==> config.mk <==
export PLATFORM = sky130hd
export DESIGN_NAME = sha256_stream_hasher_unit
export DESIGN_NICKNAME = d
export VERILOG_FILES = /design/src/rtl/sha256_pkg.sv /design/src/rtl/sha256_stream_hasher_unit.sv /design/src/rtl/sha256_ctrl.sv /design/src/rtl/sha256_datapath.sv
export SDC_FILE = /design/constraint.sdc
export NUM_CORES = 2
export LEC_CHECK = 0
export BUFFER_PORTS_ARGS = -buffer_cell sky130_fd_sc_hd__clkbuf_2
export CORE_MARGIN = 3
export CORE_UTILIZATION = 60
export CTS_CLUSTER_DIAMETER = 30
export DETAILED_ROUTE_END_ITERATION = 12
export PLACE_DENSITY = 0.81
export SYNTH_ARGS = -nofsm -noshare
export SYNTH_HDL_FRONTEND = slang
export SYNTH_HIERARCHICAL = 1
export SYNTH_SLANG_ARGS = --single-unit
==> constraint.sdc <==
create_clock -name clk -period 16.8 [get_ports clk]
set_input_delay 3.36 -clock clk [delete_from_list [all_inputs] [get_ports clk]]
set_output_delay 3.36 -clock clk [all_outputs]
set_load 0.02 [all_outputs]
==> src/rtl/sha256_pkg.sv <==
// ----------------------------------------------------------------------------
// SHA-256 hasher package
// Shared constants, round tables, command and status types and the SHA-256
// mixing functions used by the controller and the datapath.
// ----------------------------------------------------------------------------
package sha256_pkg;

  localparam int BLOCK_BYTES = 64;
  localparam int BLOCK_WORDS = BLOCK_BYTES / 4;
  localparam int FILL_W      = $clog2(BLOCK_BYTES);
  localparam int WORD_SEL_W  = $clog2(BLOCK_WORDS);
  localparam int LENGTH_AT   = 56;
  localparam int ROUNDS      = 64;
  localparam int ROUND_W     = $clog2(ROUNDS);
  localparam int COUNT_W     = 61;
  localparam int DIGEST_WORDS = 8;
  localparam int INDEX_W     = $clog2(DIGEST_WORDS);

  localparam logic [7:0] PAD_BYTE = 8'h80;

  // Operation codes of an input transaction.
  localparam logic OP_ABSORB = 1'b0;
  localparam logic OP_FINISH = 1'b1;

  localparam logic [31:0] INIT_WORDS [DIGEST_WORDS] = '{
    32'h6a09e667, 32'hbb67ae85, 32'h3c6ef372, 32'ha54ff53a,
    32'h510e527f, 32'h9b05688c, 32'h1f83d9ab, 32'h5be0cd19
  };

  localparam logic [31:0] ROUND_K [ROUNDS] = '{
    32'h428a2f98, 32'h71374491, 32'hb5c0fbcf, 32'he9b5dba5,
    32'h3956c25b, 32'h59f111f1, 32'h923f82a4, 32'hab1c5ed5,
    32'hd807aa98, 32'h12835b01, 32'h243185be, 32'h550c7dc3,
    32'h72be5d74, 32'h80deb1fe, 32'h9bdc06a7, 32'hc19bf174,
    32'he49b69c1, 32'hefbe4786, 32'h0fc19dc6, 32'h240ca1cc,
    32'h2de92c6f, 32'h4a7484aa, 32'h5cb0a9dc, 32'h76f988da,
    32'h983e5152, 32'ha831c66d, 32'hb00327c8, 32'hbf597fc7,
    32'hc6e00bf3, 32'hd5a79147, 32'h06ca6351, 32'h14292967,
    32'h27b70a85, 32'h2e1b2138, 32'h4d2c6dfc, 32'h53380d13,
    32'h650a7354, 32'h766a0abb, 32'h81c2c92e, 32'h92722c85,
    32'ha2bfe8a1, 32'ha81a664b, 32'hc24b8b70, 32'hc76c51a3,
    32'hd192e819, 32'hd6990624, 32'hf40e3585, 32'h106aa070,
    32'h19a4c116, 32'h1e376c08, 32'h2748774c, 32'h34b0bcb5,
    32'h391c0cb3, 32'h4ed8aa4a, 32'h5b9cca4f, 32'h682e6ff3,
    32'h748f82ee, 32'h78a5636f, 32'h84c87814, 32'h8cc70208,
    32'h90befffa, 32'ha4506ceb, 32'hbef9a3f7, 32'hc67178f2
  };

  // Commands from the controller to the datapath.
  typedef struct packed {
    logic               wr_en;
    logic [FILL_W-1:0]  wr_pos;
    logic [7:0]         wr_byte;
    logic               wr_len;
    logic               count_inc;
    logic               count_clr;
    logic               start;
    logic               round_en;
    logic [ROUND_W-1:0] round;
    logic               fold;
    logic               emit;
  } sha256_cmd_t;

  // Status from the datapath to the controller.
  typedef struct packed {
    logic out_busy;
  } sha256_sts_t;

  function automatic logic [31:0] big_sigma0(input logic [31:0] x);
    big_sigma0 = {x[1:0], x[31:2]} ^ {x[12:0], x[31:13]} ^ {x[21:0], x[31:22]};
  endfunction

  function automatic logic [31:0] big_sigma1(input logic [31:0] x);
    big_sigma1 = {x[5:0], x[31:6]} ^ {x[10:0], x[31:11]} ^ {x[24:0], x[31:25]};
  endfunction

  function automatic logic [31:0] small_sigma0(input logic [31:0] x);
    small_sigma0 = {x[6:0], x[31:7]} ^ {x[17:0], x[31:18]} ^ {3'b000, x[31:3]};
  endfunction

  function automatic logic [31:0] small_sigma1(input logic [31:0] x);
    small_sigma1 = {x[16:0], x[31:17]} ^ {x[18:0], x[31:19]} ^ {10'd0, x[31:10]};
  endfunction

endpackage

==> src/rtl/sha256_stream_hasher_unit.sv <==
// ----------------------------------------------------------------------------
// SHA-256 stream hasher
// Absorbs a message one byte per transaction and returns the eight digest
// words on a finish transaction.
// ----------------------------------------------------------------------------
// Flow: an absorb transaction is taken while idle; the byte that fills a block
//   starts the compression rounds and the chaining update, and the input is
//   not ready until both are done; the round unit does one round per cycle.
// A finish pads one byte per cycle to the length at byte 56 (first closing a
//   full block when a second is needed), runs the rounds, hands off once the
//   digest buffer is free; words leave one per cycle while out_ready is high.
// Reset is synchronous and clears all control state and restores the initial
//   chaining words; the block buffer needs no clearing pass.

module sha256_stream_hasher_unit
  import sha256_pkg::*;
(
  input  logic               clk,
  input  logic               rst,
  // Input channel: one transaction is one absorbed byte or one finish request.
  input  logic               in_valid,
  output logic               in_ready,
  input  logic               operation,
  input  logic [7:0]         message_byte,
  // Output channel: one transaction is one digest word.
  output logic               out_valid,
  input  logic               out_ready,
  output logic [31:0]        digest_word,
  output logic [INDEX_W-1:0] word_index,
  output logic               last_word
);

  // The controller decides what happens in each cycle; the datapath holds
  // every data register and reports back only whether the digest buffer is
  // still occupied. The digest buffer lets a new message start while the
  // previous digest is still being drained.
  sha256_cmd_t cmd;
  sha256_sts_t sts;

  sha256_ctrl u_ctrl (
    .clk          (clk),
    .rst          (rst),
    .in_valid     (in_valid),
    .in_ready     (in_ready),
    .operation    (operation),
    .message_byte (message_byte),
    .sts          (sts),
    .cmd          (cmd)
  );

  sha256_datapath u_datapath (
    .clk         (clk),
    .rst         (rst),
    .cmd         (cmd),
    .sts         (sts),
    .out_valid   (out_valid),
    .out_ready   (out_ready),
    .digest_word (digest_word),
    .word_index  (word_index),
    .last_word   (last_word)
  );

endmodule

==> src/rtl/sha256_ctrl.sv <==
// ----------------------------------------------------------------------------
// SHA-256 hasher controller
// Sequences byte loading, padding, the 64 compression rounds, the chaining
// update and the hand-off of the digest to the output buffer.
// ----------------------------------------------------------------------------
module sha256_ctrl
  import sha256_pkg::*;
(
  input  logic        clk,
  input  logic        rst,
  input  logic        in_valid,
  output logic        in_ready,
  input  logic        operation,
  input  logic [7:0]  message_byte,
  input  sha256_sts_t sts,
  output sha256_cmd_t cmd
);

  localparam logic [2:0] ST_IDLE  = 3'd0;
  localparam logic [2:0] ST_PAD   = 3'd1;
  localparam logic [2:0] ST_ROUND = 3'd2;
  localparam logic [2:0] ST_FOLD  = 3'd3;
  localparam logic [2:0] ST_EMIT  = 3'd4;

  localparam logic [FILL_W-1:0]  FILL_LAST  = FILL_W'(BLOCK_BYTES - 1);
  localparam logic [FILL_W-1:0]  FILL_LEN   = FILL_W'(LENGTH_AT);
  localparam logic [ROUND_W-1:0] ROUND_LAST = ROUND_W'(ROUNDS - 1);

  logic [2:0]         state, state_next;
  logic [FILL_W-1:0]  fill, fill_next;
  logic [ROUND_W-1:0] round, round_next;
  logic               finishing, finishing_next;
  logic               pad_two, pad_two_next;

  always_comb begin
    state_next     = state;
    fill_next      = fill;
    round_next     = round;
    finishing_next = finishing;
    pad_two_next   = pad_two;
    cmd            = '0;
    in_ready       = 1'b0;
    unique case (state)
      ST_IDLE: begin
        in_ready = 1'b1;
        if (in_valid) begin
          cmd.wr_en  = 1'b1;
          cmd.wr_pos = fill;
          fill_next  = fill + 1'b1;
          if (operation == OP_ABSORB) begin
            cmd.wr_byte   = message_byte;
            cmd.count_inc = 1'b1;
            if (fill == FILL_LAST) begin
              cmd.start  = 1'b1;
              round_next = '0;
              state_next = ST_ROUND;
            end
          end else begin
            cmd.wr_byte    = PAD_BYTE;
            finishing_next = 1'b1;
            pad_two_next   = (fill >= FILL_LEN);
            state_next     = ST_PAD;
          end
        end
      end
      ST_PAD: begin
        if (pad_two) begin
          // The pad marker left no room for the length: finish this block first.
          if (fill == '0) begin
            cmd.start  = 1'b1;
            round_next = '0;
            state_next = ST_ROUND;
          end else begin
            cmd.wr_en  = 1'b1;
            cmd.wr_pos = fill;
            fill_next  = fill + 1'b1;
          end
        end else if (fill == FILL_LEN) begin
          cmd.wr_len = 1'b1;
          cmd.start  = 1'b1;
          round_next = '0;
          state_next = ST_ROUND;
        end else begin
          cmd.wr_en  = 1'b1;
          cmd.wr_pos = fill;
          fill_next  = fill + 1'b1;
        end
      end
      ST_ROUND: begin
        cmd.round_en = 1'b1;
        cmd.round    = round;
        round_next   = round + 1'b1;
        if (round == ROUND_LAST) begin
          state_next = (!finishing || pad_two) ? ST_FOLD : ST_EMIT;
        end
      end
      ST_FOLD: begin
        cmd.fold = 1'b1;
        if (finishing) begin
          pad_two_next = 1'b0;
          state_next   = ST_PAD;
        end else begin
          state_next = ST_IDLE;
        end
      end
      ST_EMIT: begin
        if (!sts.out_busy) begin
          cmd.emit       = 1'b1;
          cmd.count_clr  = 1'b1;
          fill_next      = '0;
          finishing_next = 1'b0;
          state_next     = ST_IDLE;
        end
      end
      default: begin
        state_next = ST_IDLE;
      end
    endcase
  end

  always_ff @(posedge clk) begin
    if (rst) begin
      state     <= ST_IDLE;
      fill      <= '0;
      round     <= '0;
      finishing <= 1'b0;
      pad_two   <= 1'b0;
    end else begin
      state     <= state_next;
      fill      <= fill_next;
      round     <= round_next;
      finishing <= finishing_next;
      pad_two   <= pad_two_next;
    end
  end

endmodule

==> src/rtl/sha256_datapath.sv <==
// ----------------------------------------------------------------------------
// SHA-256 hasher datapath
// Block buffer doubling as the message schedule window, one round unit,
// chaining words, byte counter and the digest output buffer.
// ----------------------------------------------------------------------------
module sha256_datapath
  import sha256_pkg::*;
(
  input  logic                clk,
  input  logic                rst,
  input  sha256_cmd_t         cmd,
  output sha256_sts_t         sts,
  output logic                out_valid,
  input  logic                out_ready,
  output logic [31:0]         digest_word,
  output logic [INDEX_W-1:0]  word_index,
  output logic                last_word
);

  logic [31:0]        blk   [BLOCK_WORDS];
  logic [31:0]        wv    [DIGEST_WORDS];
  logic [31:0]        chain [DIGEST_WORDS];
  logic [31:0]        obuf  [DIGEST_WORDS];
  logic [COUNT_W-1:0] count;
  logic [63:0]        bit_len;

  logic [WORD_SEL_W-1:0] wr_word;
  logic [1:0]            wr_lane;
  logic [31:0]           t1, t2, w_new, ch, maj;
  logic                  out_take;

  assign wr_word  = cmd.wr_pos[FILL_W-1:2];
  assign wr_lane  = cmd.wr_pos[1:0];
  assign bit_len  = {count, 3'b000};
  assign out_take = out_valid && out_ready;

  // One round: the window head is W[t]; W[t+16] enters at the tail.
  assign ch    = (wv[4] & wv[5]) ^ (~wv[4] & wv[6]);
  assign maj   = (wv[0] & wv[1]) ^ (wv[0] & wv[2]) ^ (wv[1] & wv[2]);
  assign t1    = wv[7] + big_sigma1(wv[4]) + ch + ROUND_K[cmd.round] + blk[0];
  assign t2    = big_sigma0(wv[0]) + maj;
  assign w_new = small_sigma1(blk[14]) + blk[9] + small_sigma0(blk[1]) + blk[0];

  always_ff @(posedge clk) begin
    if (cmd.round_en) begin
      for (int i = 0; i < BLOCK_WORDS - 1; i++) begin
        blk[i] <= blk[i+1];
      end
      blk[BLOCK_WORDS-1] <= w_new;
    end else begin
      if (cmd.wr_en) begin
        blk[wr_word][{~wr_lane, 3'b000} +: 8] <= cmd.wr_byte;
      end
      if (cmd.wr_len) begin
        blk[BLOCK_WORDS-2] <= bit_len[63:32];
        blk[BLOCK_WORDS-1] <= bit_len[31:0];
      end
    end
  end

  always_ff @(posedge clk) begin
    if (cmd.start) begin
      for (int i = 0; i < DIGEST_WORDS; i++) begin
        wv[i] <= chain[i];
      end
    end else if (cmd.round_en) begin
      wv[0] <= t1 + t2;
      wv[1] <= wv[0];
      wv[2] <= wv[1];
      wv[3] <= wv[2];
      wv[4] <= wv[3] + t1;
      wv[5] <= wv[4];
      wv[6] <= wv[5];
      wv[7] <= wv[6];
    end
  end

  always_ff @(posedge clk) begin
    if (rst) begin
      for (int i = 0; i < DIGEST_WORDS; i++) begin
        chain[i] <= INIT_WORDS[i];
      end
    end else if (cmd.fold) begin
      for (int i = 0; i < DIGEST_WORDS; i++) begin
        chain[i] <= chain[i] + wv[i];
      end
    end else if (cmd.emit) begin
      for (int i = 0; i < DIGEST_WORDS; i++) begin
        chain[i] <= INIT_WORDS[i];
      end
    end
  end

  always_ff @(posedge clk) begin
    if (rst) begin
      count <= '0;
    end else if (cmd.count_clr) begin
      count <= '0;
    end else if (cmd.count_inc) begin
      count <= count + 1'b1;
    end
  end

  // Digest buffer: words leave from the head, one per output transaction.
  always_ff @(posedge clk) begin
    if (cmd.emit) begin
      for (int i = 0; i < DIGEST_WORDS; i++) begin
        obuf[i] <= chain[i] + wv[i];
      end
    end else if (out_take) begin
      for (int i = 0; i < DIGEST_WORDS - 1; i++) begin
        obuf[i] <= obuf[i+1];
      end
    end
  end

  always_ff @(posedge clk) begin
    if (rst) begin
      out_valid  <= 1'b0;
      word_index <= '0;
    end else begin
      if (cmd.emit) begin
        out_valid <= 1'b1;
      end else if (out_take && last_word) begin
        out_valid <= 1'b0;
      end
      if (out_take) begin
        word_index <= word_index + 1'b1;
      end
    end
  end

  assign digest_word  = obuf[0];
  assign last_word    = (word_index == INDEX_W'(DIGEST_WORDS - 1));
  assign sts.out_busy = out_valid;

endmodule

==> results.json <==
{
  "die-area_mm2": 0.142,
  "post_synth_num_cell_types": 92,
  "critPathKind": "flip-flop to flip-flop",
  "hp-start": "u_datapath/blk[11][29]",
  "seqPwrFrac": 0.186,
  "avgRoutedWirePerCell_um": 25.6,
  "critPathMaxStageDelay_ns": 0.80,
  "overflow": 0,
  "arrival_ns": 12.45,
  "gp_congestion": 1.01,
  "synth_flop_cell": "edfxtp_1",
  "worst_pin_slew_ns": 1.31,
  "cts_buffers": 322,
  "r2r_end": "u_datapath/wv[0][28]",
  "grt_antenna_before_repair": 2,
  "period_needed_ns": 11.80,
  "synth_seq_cells": 1362,
  "cts.sinks": 1362,
  "dr_wl_met3_um": 24600,
  "peakVddDrop_v": 0.000304,
  "comb_power_share": 0.551,
  "clk_pin_slew_worst_paths_ns": 0.05,
  "end_kind": "flip-flop",
  "avgSynthCellArea_um2": 9.88,
  "fp-row-count": 135,
  "grt_pass1_vias": 67000,
  "start_util": 0.607,
  "postCtsHoldBufs": 0,
  "fin_nets": 8958,
  "rr_startpoint": "u_ctrl/state[1]",
  "tns_ns": 0,
  "synth_area_mm2": 0.0827,
  "drt_iter0_drc": 7479,
  "cp-startpoint": "u_ctrl/state[1]",
  "async_reset_ff_frac": 0,
  "cts_setup_buffers": 0,
  "cts_resized": 0,
  "dpl.hpwl_um": 181000,
  "die_h_um": 377,
  "synth_edf_count": 1152,
  "drive_gt1_frac": 0.0934,
  "syn_to_final_growth_pct": 14.5,
  "switching_share": 0.425,
  "dr.pass1.iters": 7,
  "grt_pass1_wl_um": 398000,
  "fin_crit_sh": 0.702,
  "fillers": 9524,
  "p_int_w": 0.0135,
  "numPortBuffers": 50,
  "power.switching_w": 0.0100,
  "pwr-share-clk": 0.262,
  "leakagePower_nw": 37.3,
  "rsz0062_at_grt": "false",
  "die_x_um": 377,
  "powerDensity_mw_per_mm2": 249,
  "fmax_mhz": 84.7,
  "via_count": 67100,
  "fin_util": 0.695,
  "status": "complete, no violations",
  "met2WireLength_um": 123000,
  "wl_met1_um": 94200,
  "r2r_slack_ns": 5.00,
  "finalWirelength_um": 266000,
  "hold_violations": 0,
  "startpoint_type": "flip-flop",
  "path_max_fanout": 18,
  "drv_slew": 0,
  "pre_cts_ws_ns": 5.31,
  "core_mm2": 0.136,
  "tritoncts": "built",
  "grt_max_degree": 201,
  "hold_class": "flip-flop to flip-flop",
  "grt_use_total": 0.368,
  "worst_skew_pair.late_latency_ns": 0.92,
  "rr_worst_depth": 40,
  "setup_viol": 0,
  "fin_ws_ns": 5.00,
  "critPathSlowestCell": "ha_1",
  "top_layer": "met5",
  "cts.path.max_buffers": 4,
  "syn_inst": 8371,
  "finClkSkew_ns": 0.0734,
  "final_antenna_net_count": 0,
  "cp_data_required_time_ns": 17.45,
  "io_pins": 51,
  "crit_end": "u_datapath/wv[0][28]",
  "viasPerCell": 6.47,
  "relSlewSlack": 0.116,
  "synth-seq-area-share": 0.469,
  "cpMostUsedCell": "fa_1",
  "cts_root_buffer": "clkbuf_16",
  "cts-htree-levels": 5,
  "yosys_warnings": 6,
  "post-route-drc-count": 0,
  "cap_violations": 0,
  "syn_nets": 8976
}
## metal layers
metal	GRT usage	vias up
met5	0	-
met4	0.287	2
met3	0.0707	1138
met2	0.598	4133
met1	0.432	32200
li1	-	29700
## state kept, by name, indices dropped and copies added (netlist names), 3 cells and up
name	count
u_datapath/blk	512
u_datapath/chain	256
u_datapath/obuf	256
u_datapath/wv	256
u_datapath/count	61
u_ctrl/fill	6
u_ctrl/round	6
u_ctrl/state	3
u_datapath/word_index	3
## stage by stage
stage | total power, W | hold slack, ns | cell area [µm²] | std cells
2_1_floorplan | 0.0136 | 0.448 | 82700 | 8371
3_5_place_dp | 0.0168 | 0.480 | 83900 | 9810
3_3_place_gp | 0.0164 | 0.466 | 83900 | 9810
4_1_cts | 0.0232 | 0.489 | 94700 | 10400
6_report | 0.0235 | 0.494 | 94700 | 10400
5_1_grt | 0.0249 | 0.504 | 94700 | 10400
## placed cells by master (no fill, tap or decap), types with 46 or more instances in the layout
master	n
clkbuf_2	50
ha_1	397
o22a_1	56
a21oi_1	435
nor3_1	79
edfxtp_1	1152
nand2b_1	136
o21a_1	57
and3_1	47
fa_1	195
nand2_1	1688
nand3_1	117
a211oi_1	46
mux2_2	122
xor2_1	228
a31oi_1	71
dfxtp_1	210
xnor2_1	416
inv_1	324
nor2_1	405
clkbuf_16	329
buf_4	59
a22o_1	58
a21o_1	198
o21ai_0	902
## kinds of logic after synthesis
kind of cell	share of synthesized area
flip-flops	0.469
buffers and inverters	0.0378
adder cells (fa/ha/maj)	0.108
AND/OR/NAND/NOR	0.140
XOR/XNOR	0.0688
AO/OA/AOI/OAI	0.156
multiplexers	0.0203
## layout make-up
class                           instances  area, µm²  share of cell area
Multi-Input combinational cell       6225      40900               0.432
Sequential cell                      1362      38800               0.410
Clock buffer                          385       8630              0.0912
Tap cell                             1781       2230              0.0235
Clock inverter                        186       2100              0.0222
Inverter                              330       1240              0.0131
Timing Repair Buffer                  112        753             0.00796
Antenna cell                            1       2.50           0.0000264
## power by group through the flow
stage	combinational (W)	clock [W]	sequential, W
6_report	0.0130	0.00617	0.00439
5_1_grt	0.0141	0.00639	0.00439
4_1_cts	0.0126	0.00620	0.00437
3_5_place_dp	0.0124	0	0.00443
3_3_place_gp	0.0120	0	0.00442
2_1_floorplan	0.00936	0	0.00428
## worst max-delay path: cells and delay by family, from the launching register on
kind | cells | cell delay, ns
AO/OA/AOI/OAI | 13 | 3.12
XOR/XNOR | 1 | 0.21
adder cells (fa/ha/maj) | 8 | 3.44
buffers and inverters | 6 | 0.99
flip-flops | 1 | 0.67
multiplexers | 1 | 0.54
AND/OR/NAND/NOR | 11 | 2.55
## worst min-delay path by stage
stage,to,depth (start not counted)
5_1_grt,u_datapath/chain[0][255],1
3_5_place_dp,u_datapath/chain[0][154],2
4_1_cts,u_datapath/blk[10][29],2
2_1_floorplan,u_datapath/chain[0][222],2
3_3_place_gp,u_datapath/word_index[1],2
6_report,u_datapath/blk[10][29],2
## cell usage after synthesis, drive strengths merged, types with 47 or more instances
library cell / count / area, µm²
mux2: 122 / 1370
xnor2: 416 / 3640
a22o: 58 / 508
xor2: 228 / 2000
a31oi: 71 / 444
fa: 195 / 3900
nor2: 408 / 1530
a21o: 198 / 1490
clkbuf: 372 / 1400
buf: 82 / 488
a21oi: 436 / 2190
o22a: 56 / 490
o21a: 57 / 428
nand3: 117 / 586
edfxtp: 1152 / 34600
o21ai: 912 / 4570
dfxtp: 210 / 4200
nand2b: 140 / 876
ha: 397 / 4970
nor3: 86 / 430
a211oi: 47 / 358
nand2: 1688 / 6340
and3: 47 / 294
inv: 327 / 1230
No activity file was read; power rests on OpenSTA's default activity.
